[src/sv/kpi_pkg.sv]
// Package for the keyframe position interpolator.
// Holds widths, codes, the controller state type and the divider status type.
// No dependencies.
`default_nettype none

package kpi_pkg;

   localparam int TIME_W          = 16;
   localparam int FRAC_W          = 16;
   localparam int CNT_W           = 7;
   localparam int INDEX_W         = 6;
   localparam int STATUS_W        = 2;
   localparam int CSR_ADDR_W      = 3;
   localparam int CSR_DATA_W      = 32;
   localparam int DEF_MAX_KEYS    = 64;
   localparam int DEF_POS_WIDTH   = 24;

   localparam logic [CNT_W-1:0] KEY_COUNT_RESET = 7'd1;

   localparam logic ACTION_LOAD  = 1'b0;
   localparam logic ACTION_QUERY = 1'b1;

   localparam logic [STATUS_W-1:0] STATUS_OK    = 2'd0;
   localparam logic [STATUS_W-1:0] STATUS_LOAD  = 2'd1;
   localparam logic [STATUS_W-1:0] STATUS_CLAMP = 2'd2;

   localparam logic REG_KEY_COUNT = 1'b0;

   localparam logic [1:0] AXIS_X = 2'd0;
   localparam logic [1:0] AXIS_Y = 2'd1;
   localparam logic [1:0] AXIS_Z = 2'd2;

   typedef enum logic [2:0] {
      ST_IDLE,
      ST_SEARCH,
      ST_RD_START,
      ST_RD_END,
      ST_SETUP,
      ST_DIVIDE,
      ST_LERP,
      ST_DONE
   } ctrl_state_type;

   typedef struct packed {
      logic busy;
      logic done;
   } div_status_type;

endpackage

`default_nettype wire

[src/sv/kpi_lerp.sv]
// Two-stage blend unit: start + factor * (end - start), rounded and saturated.
// One coordinate enters per cycle. Uses kpi_pkg.
`default_nettype none

module kpi_lerp
   import kpi_pkg::*;
#(
   parameter int POS_W = DEF_POS_WIDTH
) (
   input  wire logic                     clock,
   input  wire logic                     reset,
   input  wire logic                     in_valid,
   input  wire logic signed [POS_W-1:0]  a,
   input  wire logic signed [POS_W-1:0]  b,
   input  wire logic [FRAC_W-1:0]        factor,
   output      logic                     out_valid,
   output      logic signed [POS_W-1:0]  result
);

   localparam int DW = POS_W + 1;
   localparam int PW = DW + FRAC_W + 1;
   localparam int SW = POS_W + FRAC_W + 3;
   localparam int RW = SW - FRAC_W;
   localparam logic signed [SW-1:0] HALF = SW'(64'sd1 <<< (FRAC_W - 1));
   localparam logic signed [RW-1:0] HI   = RW'((64'sd1 <<< (POS_W - 1)) - 64'sd1);
   localparam logic signed [RW-1:0] LO   = RW'(-(64'sd1 <<< (POS_W - 1)));

   logic signed [DW-1:0]     diff;
   logic signed [FRAC_W:0]   fac_s;
   logic signed [PW-1:0]     prod_ff;
   logic signed [POS_W-1:0]  a_ff;
   logic                     v1_ff;
   logic                     v2_ff;
   logic signed [SW-1:0]     a_ext;
   logic signed [SW-1:0]     prod_ext;
   logic signed [SW-1:0]     sum;
   logic signed [RW-1:0]     rnd;
   logic signed [POS_W-1:0]  sat;
   logic signed [POS_W-1:0]  result_ff;

   assign diff     = {b[POS_W-1], b} - {a[POS_W-1], a};
   assign fac_s    = {1'b0, factor};
   assign a_ext    = {{(SW-POS_W){a_ff[POS_W-1]}}, a_ff} <<< FRAC_W;
   assign prod_ext = {{(SW-PW){prod_ff[PW-1]}}, prod_ff};
   assign sum      = a_ext + prod_ext + HALF;
   assign rnd      = sum[SW-1:FRAC_W];

   always_comb begin
      if (rnd > HI) begin
         sat = HI[POS_W-1:0];
      end else if (rnd < LO) begin
         sat = LO[POS_W-1:0];
      end else begin
         sat = rnd[POS_W-1:0];
      end
   end

   always_ff @(posedge clock) begin
      if (reset) begin
         v1_ff <= 1'b0;
         v2_ff <= 1'b0;
      end else begin
         v1_ff <= in_valid;
         v2_ff <= v1_ff;
      end
   end

   always_ff @(posedge clock) begin
      prod_ff   <= diff * fac_s;
      a_ff      <= a;
      result_ff <= sat;
   end

   assign out_valid = v2_ff;
   assign result    = result_ff;

endmodule

`default_nettype wire
[config.mk]
export PLATFORM = sky130hd
export DESIGN_NAME = kpi_lerp
export DESIGN_NICKNAME = d
export VERILOG_FILES = /design/src/sv/kpi_pkg.sv /design/src/sv/kpi_lerp.sv
export SDC_FILE = /design/constraint.sdc
export NUM_CORES = 1
export LEC_CHECK = 0
export ABC_AREA = 1
export BUFFER_PORTS_ARGS = -buffer_cell sky130_fd_sc_hd__buf_2
export CAP_MARGIN = 0
export CORE_MARGIN = 10
export CORE_UTILIZATION = 46
export DETAILED_ROUTE_END_ITERATION = 12
export PLACE_DENSITY_LB_ADDON = 0.1
export RECOVER_POWER = 25
export SLEW_MARGIN = 20
export SYNTH_ARGS = -nofsm -noshare
export SYNTH_HDL_FRONTEND = slang
export SYNTH_SLANG_ARGS = --single-unit
[constraint.sdc]
create_clock -name clock -period 16.3 [get_ports clock]
set_input_delay 4.89 -clock clock [delete_from_list [all_inputs] [get_ports clock]]
set_output_delay 4.89 -clock clock [all_outputs]
set_load 0.02 [all_outputs]
* Word-level counts from Yosys, hierarchy flattened
Index checks and enable logic that the tools add are counted.
Storage, ports and cells: register bits 92, latch bits 0, RAM bits 0, bits in read-only memories 0, input port bits 67, output and inout bits 25, logic and storage cells 12, memories 0
Operators by class: add/sub/neg operators 3, $mul 1, div/mod/pow operators 0, $lt $le $gt $ge 2, equality and inequality tests 0, shift operators 0, muxes and demuxes 1, bitwise gates (word level) 0, reductions and logical operators 0
Operator list (count):
- $add A40 B42 Y43 | 1
- $add A43 B17 Y43 const B | 1
- $mul A25 B17 Y42 | 1
- $gt A27 B24 Y1 const B | 1
- $lt A27 B24 Y1 const B | 1
- $sub A24 B24 Y25 | 1
- $mux W24 | 1

* Depth between registers and ports, before layout
depth after elaboration 4, depth in mapped cells 38, mapped depth without buffers 37

* Worst setup path after synthesis
OpenSTA, ideal clock, no wires.
path kind input to register, start input port a[5], end register prod_ff[41], library setup time 0.072 ns, arrival time 11.483 ns, required time 16.228 ns, setup slack 4.746 ns, stages on the path 33, path through inv_1 -> ha_1 -> a21oi_1 -> o21ai_1 -> a21oi_1 -> inv_2 -> nand2_1 -> nand2_2 -> nand3_1 -> nand3_1 -> nand2_2 -> nand2_2 -> nor2_1 -> fa_1 -> inv_1 -> fa_1 -> inv_1 -> fa_1 -> fa_1 -> fa_1 -> inv_1 -> fa_1 -> inv_1 -> ha_1 -> nand2_1 -> nor2_1 -> inv_1 -> nor2_1 -> inv_1 -> nor3_1 -> nand4_1 -> nand3_1 -> xor2_1
On the way: word-level cells in the longest chain between the ends 2
RTL lines:
- start: declaration | RTL line kpi_lerp.sv:13 | input wire logic signed [POS_W-1:0] a,
- $sub A24 B24 Y25 | RTL line kpi_lerp.sv:41 | assign diff = {b[POS_W-1], b} - {a[POS_W-1], a};
- $mul A25 B17 Y42 | RTL line kpi_lerp.sv:69 | prod_ff <= diff * fac_s;
- end signal: assignment | RTL line kpi_lerp.sv:69
- end: declaration | RTL line kpi_lerp.sv:30 | logic signed [PW-1:0] prod_ff;
No other way between the ends. A chain may end at the register's enable or synchronous reset.

* Worst setup path in the final report
start input port a[5], end register prod_ff[38]
Same word-level chain as after synthesis.

==> flow_results.org <==
** STA
- For the pin with the worst max-slew slack, the measured transition is ~1.1 ns.
- The clock period could shrink to between 10 and 15 ns.
- Dividing the final minimum period by the clock period gives 0.7883.
- Skew final :: about 0.012 ns
- Setup slack closes at about 3.5 ns.
- The final-report max-slew violation count was 0.
- Hold Violations, Final :: 0
- The worst pin sits at a relative slew slack of 0.2584.
- Max frequency :: roughly 78 MHz
- Setup tns final :: 0 ns
- Setup repair after global routing left no endpoint under its margin.
- Setup violations remaining at the end of the flow were counted as 0.

** Route
- Number of nets still failing antenna checks after routing :: 0
- Number of design-rule violations left by the first detailed-router iteration :: 1286
- DRC Markers :: 0
- Dividing the detail-routed wire length by the instance count gives 20.76 microns.
- Overall routed net length :: roughly 67 mm
- For this run, the detailed router's first-pass iteration total came to 8.
- Ratio of routed vias to standard cells :: about 5.2
- Vias after detailed routing :: roughly 17000

** Run
- The tool flagged a number of max-cap violations equal to 0.

** Floorplanning
- Area of the placeable core :: around 43000 sq um
- The floorplan step defined a die boundary enclosing between 50000 and 60000 sq um.
- Number of core rows :: 76
- The die is 227.9 microns tall.
- Top-Level Pins :: 92
- Die width :: between 200 and 250 microns
- For this configuration, the core starts out at a cell density of 0.4637.

** Setup path
- For the worst setup path, the data arrival time is 13.12 ns.
- Peak fanout along the critical path :: 9
- The worst register-to-register path ends at result[21].
- Required @ worst endpoint :: ~17 ns
- The worst setup path is captured at a flop.
- For this run, the slowest stage of the critical path takes roughly 0.56 ns.
- In this run the register-to-register setup slack is around 14 ns.
- In this run the worst setup path terminates at prod_ff[38].
- The worst register-to-register path begins at a_ff[6].
- The worst setup path is of the in -> reg kind.
- The worst register-to-register path has a depth of 14.
- The largest individual stage delay along the critical path comes from the cell sky130_fd_sc_hd__fa_1.
- Startpoint type of the worst setup path :: primary input
- Crit path top cell by count :: sky130_fd_sc_hd__fa_1
- Startpoint of the worst setup timing path :: a[5]

** GRT
- Met1 Resource Use GR :: 0.3534
- GR Layer Usage met3 :: 0.04592
- GR Util All Layers :: 0.2604
- Global-route wire length before repair :: approximately 100 mm
- In this run the most used layer during global routing was met2.
- Largest net degree at the start of global routing :: 25
- Antenna violations before repair :: 1
- Global routing finished with a remaining overflow of 0.
- The number of global-route vias before repair is approximately 18000.
- Met2 Use GR :: 0.4223

** Clocking
- Sinks on Clock Net :: 77
- TritonCTS built the clock tree.
- CTS clock-pin slew for the worst setup and hold paths :: 0.06 ns
- For the worst-skew pair, the clock arrives at the later sink with an insertion delay of roughly 0.34 ns.
- Maximum buffer depth of the clock tree :: 2
- The tree is rooted in a sky130_fd_sc_hd__clkbuf_16.
- TritonCTS created 9 clock buffers.
- CTS Hold Buffers Added :: 0
- Maximum level of the CTS H-tree :: 3
- Setup Buffers After CTS :: 0
- Post-CTS repair changed the size of 0 cells.

** Placed design
- The congestion estimate from routability-driven global placement came to 0.9328.
- Count of input and output buffers :: 91
- Once detailed placement completed, the half-perimeter wirelength came to ~60 mm.
- Timing analysis after detailed placement gives a worst setup slack of between 3 and 4 ns.

** Synth
- For this run, the number of Yosys warnings is 0.
- For this run, the register share of the synthesized area comes to 0.07751.
- After synthesis, the share of flip-flops with an asynchronous set or reset is 0.
- In this run the cell area of the synthesized design comes to around 20000 sq um.
- Number of standard cells after synthesis :: 2593
- Counting flops with a built-in enable in the synthesized netlist gives 0.
- A synthesized cell averages between 7 and 8 sq um.
- Yosys cell types :: 46
- Dominant synthesized flop cell :: sky130_fd_sc_hd__dfxtp_1
- Mapped Nets :: 3202
- Synthesis inferred slightly below 80 register bits.

** Run status
- Result of the run :: finished, final reports clean

** Final layout
- Fraction of layout cells with a size suffix above 1 :: 0.06486
- In the final design database the tool counted 3256 nets.
- Synth-to-Final Area Change :: 6.625%
- Ant diodes :: 0

** Hold path
- Min-delay src :: v1_ff
- Worst hold-check path type :: reg -> reg
## cells in the final DEF, fill, tap and decap left out, types with 14 or more instances in the layout
master,synthesis,final
sky130_fd_sc_hd__a21oi_1,86,87
sky130_fd_sc_hd__buf_2,14,90
sky130_fd_sc_hd__buf_4,1,14
sky130_fd_sc_hd__dfxtp_1,77,77
sky130_fd_sc_hd__fa_1,391,391
sky130_fd_sc_hd__ha_1,151,151
sky130_fd_sc_hd__inv_1,647,647
sky130_fd_sc_hd__nand2_1,454,455
sky130_fd_sc_hd__nand3_1,164,164
sky130_fd_sc_hd__nor2_1,294,294
sky130_fd_sc_hd__nor3_1,19,19
sky130_fd_sc_hd__o21ai_0,44,44
sky130_fd_sc_hd__o21bai_1,15,15
sky130_fd_sc_hd__or2_2,19,19
sky130_fd_sc_hd__xnor2_1,22,22
sky130_fd_sc_hd__xor2_1,34,34
## cells by family after synthesis
family	share of synthesized area
compound gates	0.05448
buf+inv	0.1383
simple gates	0.2132
xor+xnor	0.02793
flops	0.07751
fa+ha+maj	0.4886
## critical path: cells and delay by family
family          cells  cell delay, ns
xor+xnor            1            0.15
buf+inv             7            0.98
compound gates      3            0.58
fa+ha+maj           8            3.85
simple gates       13            2.66
## how the worst min path moves through the flow
stage	to	slack, ns	cells past startpoint
after global placement	out_valid	0.39	2
final	out_valid	0.41	2
after floorplan	out_valid	0.39	2
after detailed placement	out_valid	0.41	2
after global routing	out_valid	0.43	2
after CTS	out_valid	0.41	2
## cells in the mapped netlist (2+ instances only)
cell	instances	area share
sky130_fd_sc_hd__nor2_2	3	0.00094
sky130_fd_sc_hd__ha_1	151	0.095
sky130_fd_sc_hd__a31oi_1	8	0.0025
sky130_fd_sc_hd__clkbuf_1	41	0.0077
sky130_fd_sc_hd__inv_1	647	0.12
sky130_fd_sc_hd__nand3_2	4	0.0020
sky130_fd_sc_hd__a21boi_0	5	0.0019
sky130_fd_sc_hd__inv_2	4	0.00075
sky130_fd_sc_hd__buf_2	14	0.0035
sky130_fd_sc_hd__xnor2_2	3	0.0025
sky130_fd_sc_hd__xnor2_1	22	0.0097
sky130_fd_sc_hd__buf_6	4	0.0023
sky130_fd_sc_hd__o21bai_1	15	0.0057
sky130_fd_sc_hd__a21oi_1	86	0.022
sky130_fd_sc_hd__a21oi_2	2	0.00088
sky130_fd_sc_hd__nor4_1	4	0.0013
sky130_fd_sc_hd__nand3_1	164	0.041
sky130_fd_sc_hd__and2_1	2	0.00063
sky130_fd_sc_hd__fa_1	391	0.39
sky130_fd_sc_hd__a211oi_1	5	0.0019
sky130_fd_sc_hd__xor2_1	34	0.015
sky130_fd_sc_hd__a21o_1	8	0.0030
sky130_fd_sc_hd__nand2_1	454	0.086
sky130_fd_sc_hd__buf_1	2	0.00038
sky130_fd_sc_hd__o21ai_0	44	0.011
sky130_fd_sc_hd__nand2_2	13	0.0041
sky130_fd_sc_hd__or2_1	8	0.0025
sky130_fd_sc_hd__nor3_1	19	0.0048
sky130_fd_sc_hd__clkinv_1	6	0.0011
sky130_fd_sc_hd__nand3b_1	3	0.0011
sky130_fd_sc_hd__nand4_1	13	0.0041
sky130_fd_sc_hd__o211ai_1	3	0.0011
sky130_fd_sc_hd__o21a_1	6	0.0023
sky130_fd_sc_hd__nor2_1	294	0.055
sky130_fd_sc_hd__o21ai_1	5	0.0013
sky130_fd_sc_hd__dfxtp_1	77	0.078
sky130_fd_sc_hd__nand4_2	2	0.0013
sky130_fd_sc_hd__or2_2	19	0.0060
## flip-flops by register name (all words and copies together) (netlist names)
signal     cells
prod_ff       27
a_ff          24
result        24
out_valid      1
v1_ff          1
## layer usage
metal	vias to the layer above	share of wire
li1	7796	-
met1	8212	0.44
met2	681	0.45
met3	113	0.075
met4	0	0.028
met5	-	0
## per-stage QoR
step | cells | cell area, sq um | hold WS (ns) | util
2_1_floorplan | 2593 | 19890 | 0.3883 | -
3_3_place_gp | 3221 | 20900 | 0.3906 | 0.4873
3_5_place_dp | 3221 | 20900 | 0.4051 | 0.4873
4_1_cts | 3237 | 21210 | 0.4149 | 0.4946
5_1_grt | 3237 | 21210 | 0.4330 | 0.4945
6_report | 3237 | 21210 | 0.4112 | 0.4945
## cell type report
cell class	instances	area (sq um)
fillers	4358	21680
flip-flops and latches	77	1541
well taps	585	732.0
repair buffers	105	559.3
inverters	657	2466
clock buffers	11	232.7
clock inverters	5	83.83
multi-input cells	1797	15590
Power is not shown: default switching activity piles up to over one toggle a cycle in this logic, so the estimate is an artifact.
