--- src/sv/kpi_pkg.sv ---
// Package for the keyframe position interpolator.
// Holds widths, codes, the controller state type and the divider status type.
// No dependencies.
`default_nettype none

package kpi_pkg;

   localparam int TIME_W          = 16;
   localparam int FRAC_W          = 16;
   localparam int CNT_W           = 7;
   localparam int INDEX_W         = 6;
   localparam int STATUS_W        = 2;
   localparam int CSR_ADDR_W      = 3;
   localparam int CSR_DATA_W      = 32;
   localparam int DEF_MAX_KEYS    = 64;
   localparam int DEF_POS_WIDTH   = 24;

   localparam logic [CNT_W-1:0] KEY_COUNT_RESET = 7'd1;

   localparam logic ACTION_LOAD  = 1'b0;
   localparam logic ACTION_QUERY = 1'b1;

   localparam logic [STATUS_W-1:0] STATUS_OK    = 2'd0;
   localparam logic [STATUS_W-1:0] STATUS_LOAD  = 2'd1;
   localparam logic [STATUS_W-1:0] STATUS_CLAMP = 2'd2;

   localparam logic REG_KEY_COUNT = 1'b0;

   localparam logic [1:0] AXIS_X = 2'd0;
   localparam logic [1:0] AXIS_Y = 2'd1;
   localparam logic [1:0] AXIS_Z = 2'd2;

   typedef enum logic [2:0] {
      ST_IDLE,
      ST_SEARCH,
      ST_RD_START,
      ST_RD_END,
      ST_SETUP,
      ST_DIVIDE,
      ST_LERP,
      ST_DONE
   } ctrl_state_type;

   typedef struct packed {
      logic busy;
      logic done;
   } div_status_type;

endpackage

`default_nettype wire

--- src/sv/kpi_div.sv ---
// Restoring divider that forms the 16-bit interpolation factor, one bit a cycle.
// The numerator must be below the denominator. Uses kpi_pkg.
`default_nettype none

module kpi_div
   import kpi_pkg::*;
(
   input  wire logic                clock,
   input  wire logic                reset,
   input  wire logic                start,
   input  wire logic [TIME_W-1:0]   num,
   input  wire logic [TIME_W-1:0]   den,
   output      div_status_type      stat,
   output      logic [FRAC_W-1:0]   quotient
);

   localparam int STEP_W = $clog2(FRAC_W);
   localparam logic [STEP_W-1:0] LAST_STEP = STEP_W'(FRAC_W - 1);

   logic [TIME_W-1:0] rem_ff;
   logic [TIME_W-1:0] den_ff;
   logic [FRAC_W-1:0] quo_ff;
   logic [STEP_W-1:0] step_ff;
   logic              busy_ff;
   logic              done_ff;
   logic [TIME_W:0]   shifted;
   logic              fits;

   assign shifted = {rem_ff, 1'b0};
   assign fits    = shifted >= {1'b0, den_ff};

   always_ff @(posedge clock) begin
      if (reset) begin
         busy_ff <= 1'b0;
         done_ff <= 1'b0;
         step_ff <= '0;
      end else if (start) begin
         busy_ff <= 1'b1;
         done_ff <= 1'b0;
         step_ff <= '0;
      end else if (busy_ff) begin
         step_ff <= step_ff + STEP_W'(1);
         if (step_ff == LAST_STEP) begin
            busy_ff <= 1'b0;
            done_ff <= 1'b1;
         end
      end else begin
         done_ff <= 1'b0;
      end
   end

   always_ff @(posedge clock) begin
      if (start) begin
         rem_ff <= num;
         den_ff <= den;
         quo_ff <= '0;
      end else if (busy_ff) begin
         rem_ff <= fits ? TIME_W'(shifted - {1'b0, den_ff}) : shifted[TIME_W-1:0];
         quo_ff <= {quo_ff[FRAC_W-2:0], fits};
      end
   end

   assign stat.busy = busy_ff;
   assign stat.done = done_ff;
   assign quotient  = quo_ff;

endmodule

`default_nettype wire

--- config.mk ---
export PLATFORM = sky130hd
export DESIGN_NAME = kpi_div
export DESIGN_NICKNAME = d
export VERILOG_FILES = /design/src/sv/kpi_pkg.sv /design/src/sv/kpi_div.sv
export SDC_FILE = /design/constraint.sdc
export NUM_CORES = 1
export LEC_CHECK = 0
export BUFFER_PORTS_ARGS = -buffer_cell sky130_fd_sc_hd__buf_2
export CAP_MARGIN = 20
export CORE_ASPECT_RATIO = 0.7
export CORE_MARGIN = 2
export CORE_UTILIZATION = 39
export DETAILED_ROUTE_END_ITERATION = 6
export GPL_ROUTABILITY_DRIVEN = 0
export PLACE_DENSITY_LB_ADDON = 0.15
export REMOVE_ABC_BUFFERS = 1
export SYNTH_ARGS = -nofsm -noshare
export SYNTH_HDL_FRONTEND = slang
export SYNTH_SLANG_ARGS = --single-unit
--- constraint.sdc ---
create_clock -name clock -period 5.2 [get_ports clock]
set_input_delay 0.78 -clock clock [delete_from_list [all_inputs] [get_ports clock]]
set_output_delay 0.78 -clock clock [all_outputs]
set_load 0.02 [all_outputs]
* After elaboration in Yosys (flattened, before gate mapping)
Index checks and enable logic that the tools add are counted.
W data, S select, Z words.
** Operators by class
- Reductions and logical operators :: 3
- Mux-type cells :: 6
- Add/subtract/negate cells :: 2
- Equality and inequality tests :: 1
- $lt $le $gt $ge :: 1
- Bitwise operators :: 1
** Operators with widths (count)
- $mux W16 :: 3
- $ge A17 B16 Y1 :: 1
- $sub A16 B16 Y16 :: 1
- $add A4 B1 Y4 const B :: 1
- $eq A4 B4 Y1 const B :: 1
- $mux W1 :: 3
- $reduce_or A3 Y1 :: 1
- $reduce_bool A2 Y1 :: 1
- $reduce_or A2 Y1 :: 1
- $not A1 Y1 :: 1
** Word-level totals
- Output and inout port bits :: 18
- Bits of input ports :: 35
- Flip-flop bits (word level) :: 54

* Logic depth before layout (Yosys ltp)
Gate-level depths: netlist (run 1).
- Depth after elaboration :: 4
- Depth in mapped cells :: 10

* Worst setup path before layout (run 1)
Ideal clock, no wire load.
- Path kind :: reg2reg
- Start :: register rem_ff[0]
- End :: register rem_ff[11], data pin
- Path buffers :: 0
- Stages on the path, launching flop included :: 8
- Data arrival time :: 1901 ps
- Required time :: 4932 ps
- Setup slack :: 3032 ps
- Path through :: edfxtp_1 > ha_1 > nor2b_1 > o2111ai_1 > a21oi_2 > or4b_1 > nand3_1 > o31ai_2
** On the way
- Longest elaborated chain between the ends :: 4
- Elaborated cells between the ends (all ways) :: 5
- Classes of those cells :: add/sub (1); order compare (1); mux (3)
** RTL lines
- from (decl) :: line kpi_div.sv:20 : logic [TIME_W-1:0] rem_ff;
- from (signal assigned) :: line kpi_div.sv:54 : rem_ff <= num;
- from (signal assigned) :: line kpi_div.sv:58 : rem_ff <= fits ? TIME_W'(shifted - {1'b0, den_ff}) : shifted[TIME_W-1:0];
- $sub A16 B16 Y16 or $ge A17 B16 Y1 (tied branches) :: line kpi_div.sv:58, kpi_div.sv:30
- $mux W16 (*) :: line kpi_div.sv:58
- $mux W16 (*) :: line kpi_div.sv:57 : end else if (busy_ff) begin
- $mux W16 (*) :: line kpi_div.sv:53 : if (start) begin
Mark *: on every way between the ends. The rest lies on a longest branch, timed or not. The select of a mux whose other input is x is not followed.
A chain may end at the register's enable or synchronous reset.

* Worst setup path in the final report (run 1)
- Start :: register rem_ff[9]
- End :: register rem_ff[1], data pin
** On the way
- Longest elaborated chain between the ends :: 4
** RTL lines
- $ge A17 B16 Y1 :: line kpi_div.sv:30 : assign fits = shifted >= {1'b0, den_ff};
- $mux W16 :: line kpi_div.sv:58
- $mux W16 :: line kpi_div.sv:57
- $mux W16 :: line kpi_div.sv:53
Every way passes these cells. The select of a mux whose other input is x is not followed.

==> results of run 1 <==
cell usage in the layout (no fill, tap or decap), drive strengths merged, types with 4 or more instances in the layout:
| cell type | count |
|---|---|
| a211oi | 5 |
| a21oi | 14 |
| nor2 | 37 |
| o211ai | 4 |
| o31ai | 7 |
| mux2i | 19 |
| a32oi | 6 |
| inv | 26 |
| a31oi | 4 |
| o311ai | 7 |
| nor2b | 8 |
| edfxtp | 32 |
| nand4b | 5 |
| nand2b | 4 |
| buf | 56 |
| ha | 17 |
| o31a | 4 |
| a21o | 4 |
| o21ai | 12 |
| dfxtp | 22 |
| nand4 | 4 |
| nand2 | 20 |
| clkbuf | 6 |
| nand3 | 5 |
| nor3 | 8 |
| o21a | 4 |
| xnor2 | 6 |
| xor2 | 5 |
area by class of cell:
class / count / area share [%]
Clock inverter: 2 / 0.4017
Tap cell: 101 / 3.381
Clock buffer: 6 / 3.716
Timing Repair Buffer: 56 / 7.767
Inverter: 24 / 2.410
Multi-Input combinational cell: 227 / 44.83
Sequential cell: 54 / 37.50
worst max-delay path, stage by stage, from the launching register on:
cell,delay [ns]
edfxtp_1,0.40
ha_1,0.44
a21oi_4,0.26
o211ai_1,0.13
a21o_2,0.23
o21ai_2,0.58
a21oi_1,0.15
o31a_1,0.29
path summary, 6_finish.rpt:
kind                      from            to  slack, ns  depth (start not counted)
setup / recovery     rem_ff[9]     rem_ff[1]       2.48                          7
hold / removal    quotient[15]  quotient[15]       0.50                          2
setup reg to reg     rem_ff[9]     rem_ff[1]       2.48                          7
hold reg to reg   quotient[15]  quotient[15]       0.50                          2
logic make-up after synthesis:
group	synth area share [%]
mux	5.793
buf+inv	6.288
xor+xnor	2.934
flops	42.68
simple gates	15.36
compound gates	19.86
fa+ha+maj	7.088
power breakdown:
part	switching, W	internal [W]	leakage (nW)	total [W]
Clock	0.000161	0.000194	0.0778	0.000355
Combinational	0.000325	0.000225	0.982	0.000550
Sequential	0.0000270	0.000513	0.496	0.000540
sequential cells by signal, summed over array words and instances, names as in the netlist:
register  count
quotient     16
rem_ff       16
busy_ff       1
step_ff       4
done_ff       1
den_ff       16
per-stage QoR:
stage	instance area [um2]	setup slack [ns]
floorplan	3167	2.711
global placement	3583	2.529
detailed placement	3583	2.453
CTS	3737	2.455
global route	3737	2.253
finish	3737	2.479
layer usage:
| metal | track usage, % | up-vias | wire, um |
|---|---|---|---|
| li1 | - | 1284 | - |
| met1 | 24.43 | 1141 | 3872 |
| met2 | 23.77 | 53 | 2801 |
| met3 | 3.433 | 7 | 316 |
| met4 | 4.390 | 0 | 80 |
| met5 | 0 | - | 0 |
==> flow_summary.yaml, run 1 <==
run_status:
  status: "finished, final reports clean"
detailed_routing:
  dr.pass1.iters: 4
  route.detailed.drc: 0
  vias: 2485
  routed_via_density: 5.287
  drtAntennaViolNets: 0
  totalWireLength_mm: 7.069
  wl_per_cell_um: 15.04
  drt_iter0_markers: 168
yosys:
  syn_area_um2: 3283
  synth_largest_area_cell: "edfxtp_1"
  synthTopCellsByArea: "edfxtp_1 29%, dfxtp_1 13%, ha_1 6.5%"
  synth_ff_type: "edfxtp_1"
  synthCells: 326
  netlist-cell-type-count: 60
  syn_area_per_cell_um2: 10.07
  ys_ff_latch: 54
  synth_top_area_share_pct: 29.27
  synth_warnings: 0
  synth.most_common_cell: "nor2_1"
  synth_edf_count: 32
  ys_seq_area_share_pct: 42.68
  synth_common_cells: "36 x nor2_1, 32 x edfxtp_1, 24 x inv_1"
  async_flop_share_pct: 0
timing:
  setup_viol: 0
  skew_ns: 0.006212
  hold_viol: 0
  tightest_slew_ns: 0.7076
  holdWs_ns: 0.4964
  setup_tns_ns: 0
  fmax_mhz: 367.5
  slew_headroom_pct: 52.82
  rsz0062_at_grt: "false"
  finalCritPeriodShare_pct: 52.33
  slew_viol_final: 0
  period_needed_ns: 2.721
finish:
  num-nets-final: 421
  fill_cells: 774
  drive_gt1_share_pct: 21.95
  final_cells: 470
  post-route-util_pct: 46.68
  area_growth_pct: 13.83
  n_antenna_cell: 0
  seq_area_um2: 1401
  multi_input_area_um2: 1675
pwr:
  ir_drop_v: 0.0001405
  leakage_nw: 1.556
  powerDensity_nw_per_um2: 386.7
  power.total_w: 0.001445
global_route:
  grt-ovfl-total: 0
  grt_pass1_wl_mm: 11.79
  grt_max_degree: 42
  grt_pass1_vias: 2359
  grt_antenna_before_repair: 0
  grt_use_total_pct: 16.29
die:
  die_x_um: 113.7
  io_pins: 53
  start_util_pct: 41.01
  num_rows: 27
  core_area_um2: 8006
  die_y_um: 80.77
  die_area_um2: 9180
clock_network:
  clockBufferDepth: 2
  post-cts-setup-buffer-count: 0
  htree_levels: 2
  cts_buffers: 5
  cts_hold_buf: 0
  clkTransAtPathRegs_ns: 0.07
  clock-sinks: 54
  cts_root_buffer: "clkbuf_16"
  cts_tree: "yes"
  clock_latency_ns: 0.30
  cts_resized: 0
run:
  drv_cap: 0
setup_path:
  startpoint_type: "flip-flop"
  worstPathMaxFanout: 14
  arrival_ns: 2.78
  critPathCaptureType: "flip-flop"
  critical_path_required_ns: 5.26
  path_class: "flip-flop to flip-flop"
place:
  port_buffers: 52
  dp.cells: 462
  place_hpwl_mm: 5.009
min_path:
  hp-class: "flip-flop to flip-flop"
Power figures use the tool's default switching activity.
==> run 2: changes to the inputs <==
clock period = 2.7 ns   (was 5.2 ns; I/O delays follow)
==> flow_summary.yaml, run 2 (same netlist as run 1, synthesis figures left out) <==
run_status:
  status: "finished, final reports clean"
die:
  die_x_um: 113.7
  io_pins: 53
  num_rows: 27
  die_y_um: 80.77
  die_area_um2: 9180
  core_area_um2: 8006
  start_util_pct: 41.01
setup_path:
  critPathCaptureType: "flip-flop"
  critical_path_required_ns: 2.73
  worst_r2r_endpoint: "rem_ff[5]"
  startpoint_type: "flip-flop"
  critPathLaunch: "rem_ff[9]"
  max_stage_delay_ns: 0.45
  worstPathCellList: "ha_1 > a21oi_4 > o211ai_1 > a21o_2 > o21a_4 > nor2_4 > o311ai_1"
  critPathSlowestCell: "ha_1"
  cp.buffers_inverters: 0
  path_depth: 7
  r2r-start: "rem_ff[9]"
  worstPathMaxFanout: 13
  rrSetupSlack_ns: 0.22
  path_class: "flip-flop to flip-flop"
  critPathTopFamily: "compound AO/OA/AOI/OAI gates"
  r2r_cells: 7
  arrival_ns: 2.51
timing:
  setup_viol: 0
  finalCritPeriodShare_pct: 91.97
  period_needed_ns: 2.483
  fmax_mhz: 402.7
  skew_ns: 0.01229
  hold_viol: 0
  rsz0062_at_grt: "false"
  setup_tns_ns: 0
  slew_headroom_pct: 58.90
  slew_viol_final: 0
  tightest_slew_ns: 0.6165
clock_network:
  clock_latency_ns: 0.30
  cts_tree: "yes"
  clock-sinks: 54
  cts_hold_buf: 0
  clkTransAtPathRegs_ns: 0.08
  post-cts-setup-buffer-count: 0
  htree_levels: 2
  cts_buffers: 5
  clockBufferDepth: 2
  cts_resized: 0
  cts_root_buffer: "clkbuf_16"
global_route:
  grt_antenna_before_repair: 0
  grt-ovfl-total: 0
  grt_max_degree: 32
  grt_pass1_vias: 2394
  grt_use_total_pct: 16.67
  grt_pass1_wl_mm: 11.98
detailed_routing:
  routed_via_density: 5.357
  route.detailed.drc: 0
  totalWireLength_mm: 7.214
  wl_per_cell_um: 15.22
  drt_iter0_markers: 139
  vias: 2539
  dr.pass1.iters: 4
  drtAntennaViolNets: 0
min_path:
  hp-start: "den[11]"
  hold_depth: 1
  min_to: "den_ff[11]"
  hp-class: "input port to flip-flop"
place:
  place_hpwl_mm: 5.229
  post_dp_cell_area_um2: 3613
  dp.cells: 466
  port_buffers: 52
finish:
  final_common_cell: "buf_2"
  drive_gt1_share_pct: 22.79
  area_growth_pct: 14.94
  final_cells: 474
  finalInstanceArea_um2: 3774
  num-nets-final: 425
  n_antenna_cell: 0
  most-common-layout-cells: "52 x buf_2, 36 x nor2_1, 32 x edfxtp_1"
run:
  drv_cap: 0
pwr:
  ir_drop_v: 0.0003156
  leakage_nw: 1.578
  powerDensity_nw_per_um2: 745.2
-- run 2: final cells by class --
cell class                      count  area [um2]
Fill cell                         784        4233
Multi-Input combinational cell    227        1675
Sequential cell                    54        1401
Timing Repair Buffer               60       320.3
Clock buffer                        6       150.1
Tap cell                          101       126.4
Inverter                           24       90.09
Clock inverter                      2       10.01
-- run 2: metal layers --
metal | vias up | global-route usage (%) | part of all wire (%)
met3 | 5 | 4.179 | 5.2
met1 | 1183 | 24.67 | 54
li1 | 1297 | - | -
met4 | 0 | 4.756 | 0.98
met5 | - | 0 | 0
met2 | 54 | 24.01 | 40
-- run 2: worst reg2reg max path: stages (launching register included) --
cell	delay, ns
edfxtp_1	0.40
ha_1	0.45
a21oi_4	0.26
o211ai_1	0.13
a21o_2	0.23
o21a_4	0.24
nor2_4	0.35
o311ai_1	0.15
-- run 2: per-stage QoR --
step / worst slack, ns / power (W) / hold WS [ns] / util [%]
after CTS: 0.1891 / 0.002832 / 0.2679 / 47.13
final: 0.2167 / 0.002812 / 0.2749 / 47.13
after detailed placement: 0.2002 / 0.002119 / 0.4830 / 45.13
after floorplan: 0.2115 / 0.001853 / 0.4696 / -
after global routing: 0.04917 / 0.003003 / 0.2670 / 47.13
after global placement: 0.2360 / 0.002112 / 0.4715 / 45.13
-- run 2: worst max-delay path by stage --
stage	endpoint	slack [ns]
after floorplan	rem_ff[1]	0.21
after global placement	rem_ff[7]	0.24
after detailed placement	rem_ff[7]	0.20
after CTS	rem_ff[5]	0.19
after global routing	rem_ff[5]	0.05
final	rem_ff[5]	0.22
-- run 2: where the power goes --
part | internal [W] | total (W) | switching, W
registers | 0.000988 | 0.00104 | 0.0000540
clock network | 0.000398 | 0.000703 | 0.000305
logic | 0.000443 | 0.00107 | 0.000624
total | 0.00183 | 0.00281 | 0.000983
